## config.mk

```make
export PLATFORM = sky130hd
export DESIGN_NAME = escape_aware_pattern_finder
export DESIGN_NICKNAME = d
export VERILOG_FILES = /design/src/eapf_pkg.sv /design/src/eapf_step.sv /design/src/escape_aware_pattern_finder.sv
export SDC_FILE = /design/constraint.sdc
export NUM_CORES = 1
export LEC_CHECK = 0
export BUFFER_PORTS_ARGS = -buffer_cell sky130_fd_sc_hd__buf_2
export CAP_MARGIN = 10
export CORE_AREA = 3 3 194 177
export DETAILED_ROUTE_END_ITERATION = 10
export DIE_AREA = 0 0 197 180
export GPL_TIMING_DRIVEN = 0
export SKIP_CTS_REPAIR_TIMING = 1
export SYNTH_ARGS = -nofsm -noshare
export SYNTH_HDL_FRONTEND = slang
export SYNTH_SLANG_ARGS = --single-unit
export TNS_END_PERCENT = 50
```

## constraint.sdc

```tcl
create_clock -name clk -period 9 [get_ports clk]
set_clock_uncertainty 0.1 [all_clocks]
set_input_delay 1.8 -clock clk [delete_from_list [all_inputs] [get_ports clk]]
set_output_delay 1.8 -clock clk [all_outputs]
set_load 0.02 [all_outputs]
```

## src/eapf_pkg.sv

```systemverilog
// ----------------------------------------------------------------------------
// eapf_pkg
// Shared types and constants of the escape-aware pattern finder.
// ----------------------------------------------------------------------------
package eapf_pkg;

	// Escape character of the text.
	localparam logic [7:0] BACKSLASH = 8'h5C;

	// Hard limit on the pattern length carried by the pattern register.
	localparam int PATTERN_LIMIT = 8;

	// Configuration register indexes.
	localparam logic CFG_PATTERN_BYTES  = 1'b0;
	localparam logic CFG_PATTERN_LENGTH = 1'b1;

	// One result item.
	typedef struct packed {
		logic        match_found;
		logic [15:0] match_start;
		logic        text_end;
		logic        offset_overflow;
	} result_t;

endpackage

```

## src/eapf_step.sv

```systemverilog
// ----------------------------------------------------------------------------
// eapf_step
// Next-state and result logic for one text byte: window shift, escape
// tracking, offset counting and the parallel pattern compare.
// ----------------------------------------------------------------------------
module eapf_step #(
	parameter int LEN_LIMIT   = 8,
	parameter int OFFSET_BITS = 16,
	parameter int SEEN_W      = 4,
	parameter int IDX_W       = 3
) (
	input  logic [7:0]             text_byte,
	input  logic                   last_byte,
	input  logic [63:0]            pattern_bytes,
	input  logic [3:0]             pattern_length,
	input  logic [7:0]             win      [LEN_LIMIT],
	input  logic                   esc      [LEN_LIMIT],
	input  logic                   run_odd,
	input  logic [OFFSET_BITS-1:0] offset,
	input  logic [OFFSET_BITS:0]   next_start,
	input  logic [SEEN_W-1:0]      seen,
	input  logic                   ovf,
	output logic [7:0]             win_nxt  [LEN_LIMIT],
	output logic                   esc_nxt  [LEN_LIMIT],
	output logic                   run_odd_nxt,
	output logic [OFFSET_BITS-1:0] offset_nxt,
	output logic [OFFSET_BITS:0]   next_start_nxt,
	output logic [SEEN_W-1:0]      seen_nxt,
	output logic                   ovf_nxt,
	output eapf_pkg::result_t      result
);

	localparam logic [OFFSET_BITS-1:0] OFFSET_MAX = {OFFSET_BITS{1'b1}};

	logic [7:0]             win_sh [LEN_LIMIT];
	logic                   esc_sh [LEN_LIMIT];
	logic [OFFSET_BITS-1:0] cur;
	logic [OFFSET_BITS:0]   nas;
	logic                   ovf_cur;
	logic [4:0]             fill;
	logic [3:0]             len;
	logic [3:0]             len_m1;
	logic [3:0]             idx;
	logic [OFFSET_BITS-1:0] start;
	logic                   found;
	logic                   bytes_eq;

	// Shift the new byte and its escape mark into the window.
	always_comb begin
		win_sh[0] = text_byte;
		esc_sh[0] = run_odd;
		for (int i = 1; i < LEN_LIMIT; i++) begin
			win_sh[i] = win[i-1];
			esc_sh[i] = esc[i-1];
		end
	end

	// Offset of this byte, with saturation and the matching shift of the
	// non-overlap bound so that it keeps its true distance.
	always_comb begin
		nas     = next_start;
		ovf_cur = ovf;
		if (seen == '0) begin
			cur = '0;
		end else if (offset == OFFSET_MAX) begin
			cur     = OFFSET_MAX;
			ovf_cur = 1'b1;
			if (next_start != '0) begin
				nas = next_start - 1'b1;
			end
		end else begin
			cur = offset + 1'b1;
		end
	end

	// Effective length, clipped to the window.
	assign len    = (pattern_length > 4'(LEN_LIMIT)) ? 4'(LEN_LIMIT) : pattern_length;
	assign len_m1 = len - 4'd1;
	assign fill   = 5'(seen) + 5'd1;
	assign start  = cur - OFFSET_BITS'(len_m1);

	// Parallel compare of the window against the pattern.
	always_comb begin
		bytes_eq = 1'b1;
		idx      = '0;
		for (int j = 0; j < LEN_LIMIT; j++) begin
			if (4'(j) < len) begin
				idx = len_m1 - 4'(j);
				if (win_sh[idx[IDX_W-1:0]] != pattern_bytes[8*j +: 8]) begin
					bytes_eq = 1'b0;
				end
			end
		end
	end

	assign found = (len != 4'd0) && (fill >= {1'b0, len}) &&
		({1'b0, start} >= nas) && !esc_sh[len_m1[IDX_W-1:0]] && bytes_eq;

	// Result of this byte.
	always_comb begin
		result.match_found     = found;
		result.match_start     = found ? 16'(start) : 16'd0;
		result.text_end        = last_byte;
		result.offset_overflow = ovf_cur;
	end

	// Next text state; the last byte of a text clears everything.
	always_comb begin
		if (last_byte) begin
			for (int i = 0; i < LEN_LIMIT; i++) begin
				win_nxt[i] = 8'd0;
				esc_nxt[i] = 1'b0;
			end
			run_odd_nxt    = 1'b0;
			offset_nxt     = '0;
			next_start_nxt = '0;
			seen_nxt       = '0;
			ovf_nxt        = 1'b0;
		end else begin
			win_nxt        = win_sh;
			esc_nxt        = esc_sh;
			run_odd_nxt    = (text_byte == eapf_pkg::BACKSLASH) ? !run_odd : 1'b0;
			offset_nxt     = cur;
			next_start_nxt = found ? ({1'b0, cur} + 1'b1) : nas;
			seen_nxt       = (fill > 5'(LEN_LIMIT)) ? SEEN_W'(LEN_LIMIT) : fill[SEEN_W-1:0];
			ovf_nxt        = ovf_cur;
		end
	end

endmodule

```

## src/escape_aware_pattern_finder.sv

```systemverilog
// ----------------------------------------------------------------------------
// escape_aware_pattern_finder
// Streams a text one byte per item and reports each leftmost, non-overlapping
// match of a configured pattern whose first byte is not escaped.
// ----------------------------------------------------------------------------
// Pipeline: a byte accepted sits in the input register, and its result moves
// into the result register and shows on m_tvalid once that register is free.
// Throughput: one byte per cycle while results are taken; the window compare
// and offset update are combinational between the input and result registers.
// Reset: arst_n clears the text state, the pattern to zero and the length
// to one; no clearing pass is needed, the block is ready right after reset.
module escape_aware_pattern_finder #(
	parameter int MAX_PATTERN = 8,
	parameter int OFFSET_BITS = 16
) (
	input  logic        clk,
	input  logic        arst_n,
	// Configuration write port.
	input  logic        cfg_we,
	input  logic        cfg_index,
	input  logic [63:0] cfg_wdata,
	// Text input.
	input  logic        s_tvalid,
	output logic        s_tready,
	input  logic [7:0]  s_tdata,   // [7:0] text_byte
	input  logic        s_tlast,   // last_byte
	// Results.
	output logic        m_tvalid,
	input  logic        m_tready,
	output logic [15:0] m_tdata,   // [15:0] match_start
	output logic [1:0]  m_tuser,   // [0] match_found, [1] offset_overflow
	output logic        m_tlast    // text_end
);

	localparam int LEN_LIMIT = (MAX_PATTERN < eapf_pkg::PATTERN_LIMIT) ?
		MAX_PATTERN : eapf_pkg::PATTERN_LIMIT;
	localparam int SEEN_W = $clog2(LEN_LIMIT + 1);
	localparam int IDX_W  = (LEN_LIMIT > 1) ? $clog2(LEN_LIMIT) : 1;
	localparam logic [OFFSET_BITS-1:0] OFFSET_MAX = {OFFSET_BITS{1'b1}};

	logic [63:0]            pattern_q;
	logic [3:0]             length_q;

	logic                   valid_s1;
	logic [7:0]             byte_s1;
	logic                   last_s1;

	logic [7:0]             win_q  [LEN_LIMIT];
	logic                   esc_q  [LEN_LIMIT];
	logic                   odd_q;
	logic [OFFSET_BITS-1:0] off_q;
	logic [OFFSET_BITS:0]   nas_q;
	logic [SEEN_W-1:0]      seen_q;
	logic                   ovf_q;

	logic [7:0]             win_d  [LEN_LIMIT];
	logic                   esc_d  [LEN_LIMIT];
	logic                   odd_d;
	logic [OFFSET_BITS-1:0] off_d;
	logic [OFFSET_BITS:0]   nas_d;
	logic [SEEN_W-1:0]      seen_d;
	logic                   ovf_d;
	eapf_pkg::result_t      res_d;

	logic                   out_v_q;
	eapf_pkg::result_t      out_q;

	logic                   advance;
	logic                   fire_s1;

	// Handshake: the result register frees when empty or being taken.
	assign advance  = !out_v_q || m_tready;
	assign fire_s1  = valid_s1 && advance;
	assign s_tready = !valid_s1 || advance;

	// Configuration registers.
	always_ff @(posedge clk or negedge arst_n) begin
		if (!arst_n) begin
			pattern_q <= '0;
			length_q  <= 4'd1;
		end else if (cfg_we) begin
			unique case (cfg_index)
				eapf_pkg::CFG_PATTERN_BYTES:  pattern_q <= cfg_wdata;
				eapf_pkg::CFG_PATTERN_LENGTH: length_q  <= cfg_wdata[3:0];
				default: ;
			endcase
		end
	end

	// Input register.
	always_ff @(posedge clk or negedge arst_n) begin
		if (!arst_n) begin
			valid_s1 <= 1'b0;
		end else if (s_tready) begin
			valid_s1 <= s_tvalid;
		end
	end

	always_ff @(posedge clk) begin
		if (s_tvalid && s_tready) begin
			byte_s1 <= s_tdata;
			last_s1 <= s_tlast;
		end
	end

	// Per-byte logic.
	eapf_step #(
		.LEN_LIMIT   (LEN_LIMIT),
		.OFFSET_BITS (OFFSET_BITS),
		.SEEN_W      (SEEN_W),
		.IDX_W       (IDX_W)
	) u_step (
		.text_byte      (byte_s1),
		.last_byte      (last_s1),
		.pattern_bytes  (pattern_q),
		.pattern_length (length_q),
		.win            (win_q),
		.esc            (esc_q),
		.run_odd        (odd_q),
		.offset         (off_q),
		.next_start     (nas_q),
		.seen           (seen_q),
		.ovf            (ovf_q),
		.win_nxt        (win_d),
		.esc_nxt        (esc_d),
		.run_odd_nxt    (odd_d),
		.offset_nxt     (off_d),
		.next_start_nxt (nas_d),
		.seen_nxt       (seen_d),
		.ovf_nxt        (ovf_d),
		.result         (res_d)
	);

	// Text state, updated as each byte moves into the result register.
	always_ff @(posedge clk or negedge arst_n) begin
		if (!arst_n) begin
			for (int i = 0; i < LEN_LIMIT; i++) begin
				win_q[i] <= 8'd0;
				esc_q[i] <= 1'b0;
			end
			odd_q  <= 1'b0;
			off_q  <= '0;
			nas_q  <= '0;
			seen_q <= '0;
			ovf_q  <= 1'b0;
		end else if (fire_s1) begin
			win_q  <= win_d;
			esc_q  <= esc_d;
			odd_q  <= odd_d;
			off_q  <= off_d;
			nas_q  <= nas_d;
			seen_q <= seen_d;
			ovf_q  <= ovf_d;
		end
	end

	// Result register.
	always_ff @(posedge clk or negedge arst_n) begin
		if (!arst_n) begin
			out_v_q <= 1'b0;
		end else if (advance) begin
			out_v_q <= valid_s1;
		end
	end

	always_ff @(posedge clk) begin
		if (fire_s1) begin
			out_q <= res_d;
		end
	end

	assign m_tvalid = out_v_q;
	assign m_tdata  = out_q.match_start;
	assign m_tuser  = {out_q.offset_overflow, out_q.match_found};
	assign m_tlast  = out_q.text_end;

	// A last byte leaves the text state cleared.
	a_clear_after_last: assert property (@(posedge clk) disable iff (!arst_n)
		fire_s1 && last_s1 |=> seen_q == '0 && off_q == '0 && !ovf_q && nas_q == '0)
		else $error("text state not cleared after last byte");

	// Any byte that is not last leaves at least one byte counted.
	a_seen_counts: assert property (@(posedge clk) disable iff (!arst_n)
		fire_s1 && !last_s1 |=> seen_q != '0)
		else $error("byte count did not advance");

	// The overflow flag is only kept while the offset is saturated.
	a_ovf_saturated: assert property (@(posedge clk) disable iff (!arst_n)
		ovf_q |-> off_q == OFFSET_MAX)
		else $error("overflow flag without saturated offset");

	// A result without a match carries a zero start.
	a_start_zero: assert property (@(posedge clk) disable iff (!arst_n)
		out_v_q && !out_q.match_found |-> out_q.match_start == 16'd0)
		else $error("nonzero start without a match");

	// After a match on a byte that is not last, the next allowed start sits one
	// past the end of that match.
	a_nas_after_match: assert property (@(posedge clk) disable iff (!arst_n)
		fire_s1 && res_d.match_found && !last_s1 |=> nas_q == {1'b0, off_q} + 1'b1)
		else $error("non-overlap bound not set after match");

endmodule

```

==> impl_metrics.tcl, run 1 <==
set metrics [dict create \
    rsz0062_at_grt "false" \
    status "finished, final reports clean" \
    fin_crit_sh_pct 94.2 \
    clkSinkCount 200 \
    numCtsBuffers 17 \
    final_cell_mix "nand2_1, dfrtp_1, buf_2, clkbuf_1, mux2i_1" \
    cp_slowest_stage_delay_ps 690 \
    finalSetupTns_ps 0 \
    fin_cells 2079 \
    wl_per_cell_um 25.9 \
    dp_hpwl_um 40000 \
    syn_area_um2 14500 \
    post-route-min-period_ps 8470 \
    p_comb_share_pct 41.3 \
    yosysSeqAreaShare_pct 35.4 \
    gr-total-overflow 0 \
    critical_path.max_fanout 14 \
    place_congestion 1.03 \
    path_clk_slew_ps 80 \
    reg2reg_slack_ps 530 \
    die_y_um 180 \
    power.share.sequential_pct 34.3 \
    startpoint "length_q[3]$_DFFE_PN0P_" \
    use_met1_pct 44.5 \
    dieArea_um2 35500 \
    synth_nets 1641 \
    netlist_instances 1527 \
    top_usage_layer "met1" \
    dp_slack_ps -61.0 \
    htreeDepth 4 \
    wirelength_um 53900 \
    area_growth_pct 11.4 \
    grt_use_met3_pct 8.17 \
    async_reset_ff_share_pct 86.0 \
    max_cap_violations 0 \
    insertedDiodeCount 0 \
    row_count 63 \
    fin_nets 1758 \
    finalWorstSetupSlack_ps 525 \
    setup_viol 0 \
    yosys_register_bits 200 \
    synth_top_cell_by_area "dfrtp_1" \
    ir_drop_v 0.000143 \
    clockRootBuffer "clkbuf_16" \
    r2r-end "nas_q[0]$_DFFE_PN0P_" \
    cp.arrival_ps 8730 \
    hold_viol_final 0 \
    cpLargestDelayFamily "compound AO/OA/AOI/OAI gates" \
    drtIter0Drc 1497 \
    clk_path_buf_depth 2 \
    io_pins 100 \
    synth_edf_count 28 \
    cts_tree "done" \
    clk_latency_ps 480 \
    ant_nets 0 \
    drv_slew 0 \
    worst_pin_slew_ps 1210 \
    critPathRequiredTime_ps 9250 \
    drt_pass1_iterations 6 \
    ys.flop_type "dfrtp_1" \
    grt_pass1_wl_um 80300 \
    ff2ff_path_depth 29 \
    track_usage_pct 30.4 \
    startpoint_type "register" \
    p_per_area_nw_per_um2 201 \
    first_global_vias 12400 \
    crit_path_end "nas_q[0]$_DFFE_PN0P_" \
    synth.distinct_cells 82 \
    r2r_start "length_q[3]$_DFFE_PN0P_" \
    grt_max_degree 108 \
    cp.depth 29 \
    num_vias 13000 \
    die_width_um 197 \
    hold_path.class "register to register" \
    initial_utilization_pct 44.6 \
    drcViolationCount 0 \
    dp.cells 2049 \
    internal_power_w 0.00191 \
    total_power_w 0.00326 \
    slowest_stage "buf_1" \
    grtUsageMet2_pct 42.5 \
    max_freq_ghz 0.118 \
    p_clk_share_pct 24.4 \
    criticalPathCategory "register to register" \
    slew_headroom_pct 19.6 \
    core_um2 32600 \
    holdWs_ps 388 \
    p_sw_share_pct 41.3 \
    cp.buffers_inverters 5 \
    syn_area_per_cell_um2 9.52 \
    final_common_cell "nand2_1" \
    antenna_found_initial 0 \
    synthTopCellsByArea "dfrtp_1, mux2_2, edfxtp_1, mux2i_1, mux4_2" \
    switching_power_w 0.00135 \
    yosysWarnings 0 \
    p_leak_nw 6.67 \
    worstSetupEndpointType "register" \
    drt-vias-per-instance 6.28 \
    critPathMostFrequentCell "nand2b_1" \
    io_buffers 99 \
    yosys.area.top_type_share_pct 29.4 \
    drive_gt1_share_pct 16.7 \
]
==> per-stage QoR <==
step | area [um^2] | util (%)
2_1_floorplan | 14500 | -
3_3_place_gp | 15600 | 47.7
3_5_place_dp | 15600 | 47.8
4_1_cts | 16200 | 49.7
5_1_grt | 16200 | 49.6
6_report | 16200 | 49.6
==> metal layers <==
| metal | vias to the layer above | part of all wire, % |
|---|---|---|
| met5 | - | 0 |
| met4 | 0 | 4.0 |
| met3 | 133 | 10 |
| met2 | 682 | 41 |
| met1 | 6374 | 45 |
| li1 | 5857 | - |
==> final cells by class <==
class | instances | area [um^2]
Sequential cell | 200 | 5150
Buffer | 122 | 541
Multi-Input combinational cell | 1175 | 8740
Tap cell | 422 | 528
Timing Repair Buffer | 100 | 533
Clock inverter | 14 | 171
Fill cell | 3150 | 16400
Inverter | 28 | 109
Clock buffer | 18 | 429
==> flip-flops by register name (all words and copies together), names as in the netlist <==
| name | count |
|---|---|
| odd_q | 1 |
| win_q | 56 |
| m_tdata | 16 |
| seen_q | 4 |
| esc_q | 7 |
| valid_s1 | 1 |
| off_q | 16 |
| last_s1 | 1 |
| length_q | 4 |
| pattern_q | 64 |
| m_tvalid | 1 |
| ovf_q | 1 |
| nas_q | 17 |
| m_tlast | 1 |
| byte_s1 | 8 |
| m_tuser | 2 |
==> power by group through the flow <==
stage	logic [W]	registers (W)	clock network (W)
2_1_floorplan	0.000931	0.00109	0
3_5_place_dp	0.00132	0.00113	0
6_report	0.00135	0.00112	0.000794
5_1_grt	0.00147	0.00113	0.000848
4_1_cts	0.00133	0.00111	0.000815
3_3_place_gp	0.00130	0.00113	0
==> kinds of logic (layout without fill, tap and decap cells) <==
| logic type | count (synthesis) | after routing | share of synthesized area [%] |
|---|---|---|---|
| AND/OR/NAND/NOR | 561 | 561 | 20.4 |
| AO/OA/AOI/OAI | 278 | 278 | 13.3 |
| flip-flops | 200 | 200 | 35.4 |
| multiplexers | 185 | 185 | 16.2 |
| buffers and inverters | 152 | 282 | 4.50 |
| XOR/XNOR | 116 | 116 | 7.12 |
| adder cells (fa/ha/maj) | 35 | 35 | 3.06 |
==> cell usage after synthesis, types with 5 or more instances <==
cell type and n:
a31oi_1 7, nor4_1 26, o311ai_0 5, and4_1 6, o31ai_1 12, or3_1 8, a21oi_1 46, a211oi_1 17
buf_2 11, a221oi_1 8, mux4_2 32, dfrtp_1 171, nor2b_1 25, o21a_1 15, o22ai_1 30, xor2_1 44
nor2_1 71, xnor2_1 71, nand2_1 182, and3_1 13, buf_1 10, o21ai_0 51, edfxtp_1 28, inv_1 24
nand3b_1 62, ha_1 34, and2_1 20, mux2_2 75, a22o_1 18, o2111ai_1 6, o211ai_1 14, nand2b_1 23
nand3_1 27, buf_4 7, mux2i_1 77, buf_6 5, nor4b_1 8, o221ai_1 5, nor3_1 43, clkbuf_1 89
nand4_1 16, nor3b_1 12
==> how the worst min path moves through the flow <==
stage,startpoint,endpoint,slack [ps],cells past startpoint
2_1_floorplan,esc_q[1]$_DFFE_PN0P_,esc_q[1]$_DFFE_PN0P_,340,2
4_1_cts,esc_q[1]$_DFFE_PN0P_,esc_q[1]$_DFFE_PN0P_,390,2
6_report,esc_q[1]$_DFFE_PN0P_,esc_q[1]$_DFFE_PN0P_,390,2
3_3_place_gp,esc_q[1]$_DFFE_PN0P_,esc_q[1]$_DFFE_PN0P_,350,2
5_1_grt,esc_q[1]$_DFFE_PN0P_,esc_q[1]$_DFFE_PN0P_,400,2
3_5_place_dp,esc_q[1]$_DFFE_PN0P_,esc_q[1]$_DFFE_PN0P_,370,2
==> worst reg2reg max path, delay by kind of cell, from the launching register on <==
| kind | cells | cell delay [ps] |
|---|---|---|
| AND/OR/NAND/NOR | 10 | 1870 |
| buffers and inverters | 5 | 2010 |
| adder cells (fa/ha/maj) | 3 | 1050 |
| flip-flops | 1 | 320 |
| multiplexers | 1 | 380 |
| AO/OA/AOI/OAI | 10 | 2650 |
(Power assumes the default switching activity.)
==> run 2, diff against run 1 <==
Settings changed: RECOVER_POWER set to 100, SETUP_SLACK_MARGIN set to 0.5.
==> run 2 against run 1 <==
Effect of this change: the run now ends with capacitance limit, slew limit left; total power is 0.41% higher; worst setup slack better by 210 ps; register-to-register slack better by 210 ps; die area stayed put; sequential share of layout area hardly changed; routed wire length is 0.46% higher; first-iteration DRC count is 1.5% higher; critical path depth is 6 higher; final cell count is 0.24% higher; maximum frequency is 2.6% higher; non-clock buffer count is 5 higher.
==> impl_metrics.tcl, run 2 (synthesized netlist as in run 1, its figures left out) <==
set metrics [dict create \
    dp_slack_ps -61.0 \
    regArea_um2 5150 \
    total_power_w 0.00327 \
    ant_nets 0 \
    grt_max_degree 108 \
    cts_tree "done" \
    final_common_cell "nand2_1" \
    clk_path_buf_depth 2 \
    drtIter0Drc 1520 \
    clk_latency_ps 480 \
    wirelength_um 54100 \
    slew_headroom_pct -141 \
    first_global_vias 12400 \
    fillers 3171 \
    ir_drop_v 0.000143 \
    status "finished, violations left" \
    drive_gt1_share_pct 15.5 \
    fin_nets 1763 \
    finalSetupTns_ps 0 \
    drt-vias-per-instance 6.30 \
    rsz0062_at_grt "false" \
    insertedDiodeCount 0 \
    multi_input_area_um2 8750 \
    drcViolationCount 0 \
    final_cell_mix "nand2_1, dfrtp_1, clkbuf_1, buf_2, mux2i_1" \
    initial_utilization_pct 44.6 \
    grt_pass1_wl_um 80300 \
    drv_slew 204 \
    critPathRequiredTime_ps 9240 \
    critical_path.max_fanout 11 \
    hold_path.class "register to register" \
    worst_pin_slew_ps 3620 \
    fin_crit_sh_pct 91.8 \
    max_freq_ghz 0.121 \
    finalWorstSetupSlack_ps 736 \
    drt_pass1_iterations 6 \
    post-route-min-period_ps 8260 \
    hold_viol_final 0 \
    largest_register_ff_count 64 \
    core_um2 32600 \
    wl_per_cell_um 26.0 \
    clockRootBuffer "clkbuf_16" \
    dp_hpwl_um 40000 \
    setup_viol 0 \
    worstSetupEndpointType "register" \
    io_buffers 99 \
    post-route-util_pct 49.6 \
    io_pins 100 \
    reg_top3 "pattern_q (64), win_q (56), nas_q (17)" \
    max_cap_violations 3 \
    die_y_um 180 \
    startpoint_type "register" \
    place_congestion 1.03 \
    clkSinkCount 200 \
    reg2reg_slack_ps 740 \
    path_clk_slew_ps 80 \
    htreeDepth 4 \
    cp.arrival_ps 8500 \
    track_usage_pct 30.4 \
    violations "capacitance limit, slew limit" \
    die_width_um 197 \
    num_vias 13100 \
    cp_slowest_stage_delay_ps 480 \
    slowest_stage "a2111o_1" \
    p_per_area_nw_per_um2 202 \
    criticalPathCategory "register to register" \
    p_leak_nw 6.59 \
    numCtsBuffers 17 \
    row_count 63 \
    gr-total-overflow 0 \
    area_growth_pct 11.2 \
    dieArea_um2 35500 \
    antenna_found_initial 0 \
    largest-register "pattern_q" \
]
==> run 2: changes by cell type in the layout (fill, tap and decap cells not counted), sizes merged <==
cell / before / now
clkbuf: 107 / 138
buf: 133 / 107
==> run 2: through the flow <==
step	hold WS (ps)	cell area [um^2]	cells
floorplan	338	14500	1527
global placement	354	15600	2048
detailed placement	366	15600	2049
CTS	385	16200	2081
global route	403	16200	2084
finish	386	16200	2084
==> run 2: cell type report <==
| class | instances | share of cell area [%] |
|---|---|---|
| Tap cell | 422 | 3.26 |
| Inverter | 28 | 0.673 |
| Clock buffer | 18 | 2.65 |
| Timing Repair Buffer | 103 | 3.06 |
| Multi-Input combinational cell | 1175 | 54.1 |
| Buffer | 124 | 3.40 |
| Sequential cell | 200 | 31.8 |
| Clock inverter | 14 | 1.06 |
==> run 2: final timing paths <==
kind / start / end / cells past startpoint
worst max-delay path: length_q[3]$_DFFE_PN0P_ / nas_q[12]$_DFFE_PN0P_ / 35
worst min-delay path: esc_q[1]$_DFFE_PN0P_ / esc_q[1]$_DFFE_PN0P_ / 2
worst max register to register: length_q[3]$_DFFE_PN0P_ / nas_q[12]$_DFFE_PN0P_ / 35
worst min register to register: esc_q[1]$_DFFE_PN0P_ / esc_q[1]$_DFFE_PN0P_ / 2
max in group asynchronous: arst_n / win_q[49]$_DFFE_PN0P_ / 2
min in group asynchronous: arst_n / pattern_q[7]$_DFFE_PN0P_ / 1
==> run 2: metal layers <==
layer | vias to the layer above | routed length [um] | global-route usage, %
met5 | - | 0 | 0
met4 | 0 | 2410 | 12.6
met3 | 147 | 5660 | 8.17
met2 | 704 | 22100 | 42.5
met1 | 6407 | 24000 | 44.5
li1 | 5863 | - | -
==> run 2: worst max-delay path: cells and delay by family (launching register included) <==
family,cells,cell delay [ps]
AO/OA/AOI/OAI,11,2590
XOR/XNOR,1,180
adder cells (fa/ha/maj),3,800
buffers and inverters,10,2330
flip-flops,1,320
AND/OR/NAND/NOR,10,1790
==> run 2: power breakdown <==
part           internal (W)  switching (W)  total, W  leakage, nW
sequential          0.00101       0.000113   0.00112         2.50
combinational      0.000534       0.000826   0.00136         3.81
clock              0.000378       0.000417  0.000795        0.289
total               0.00192        0.00136   0.00327         6.59
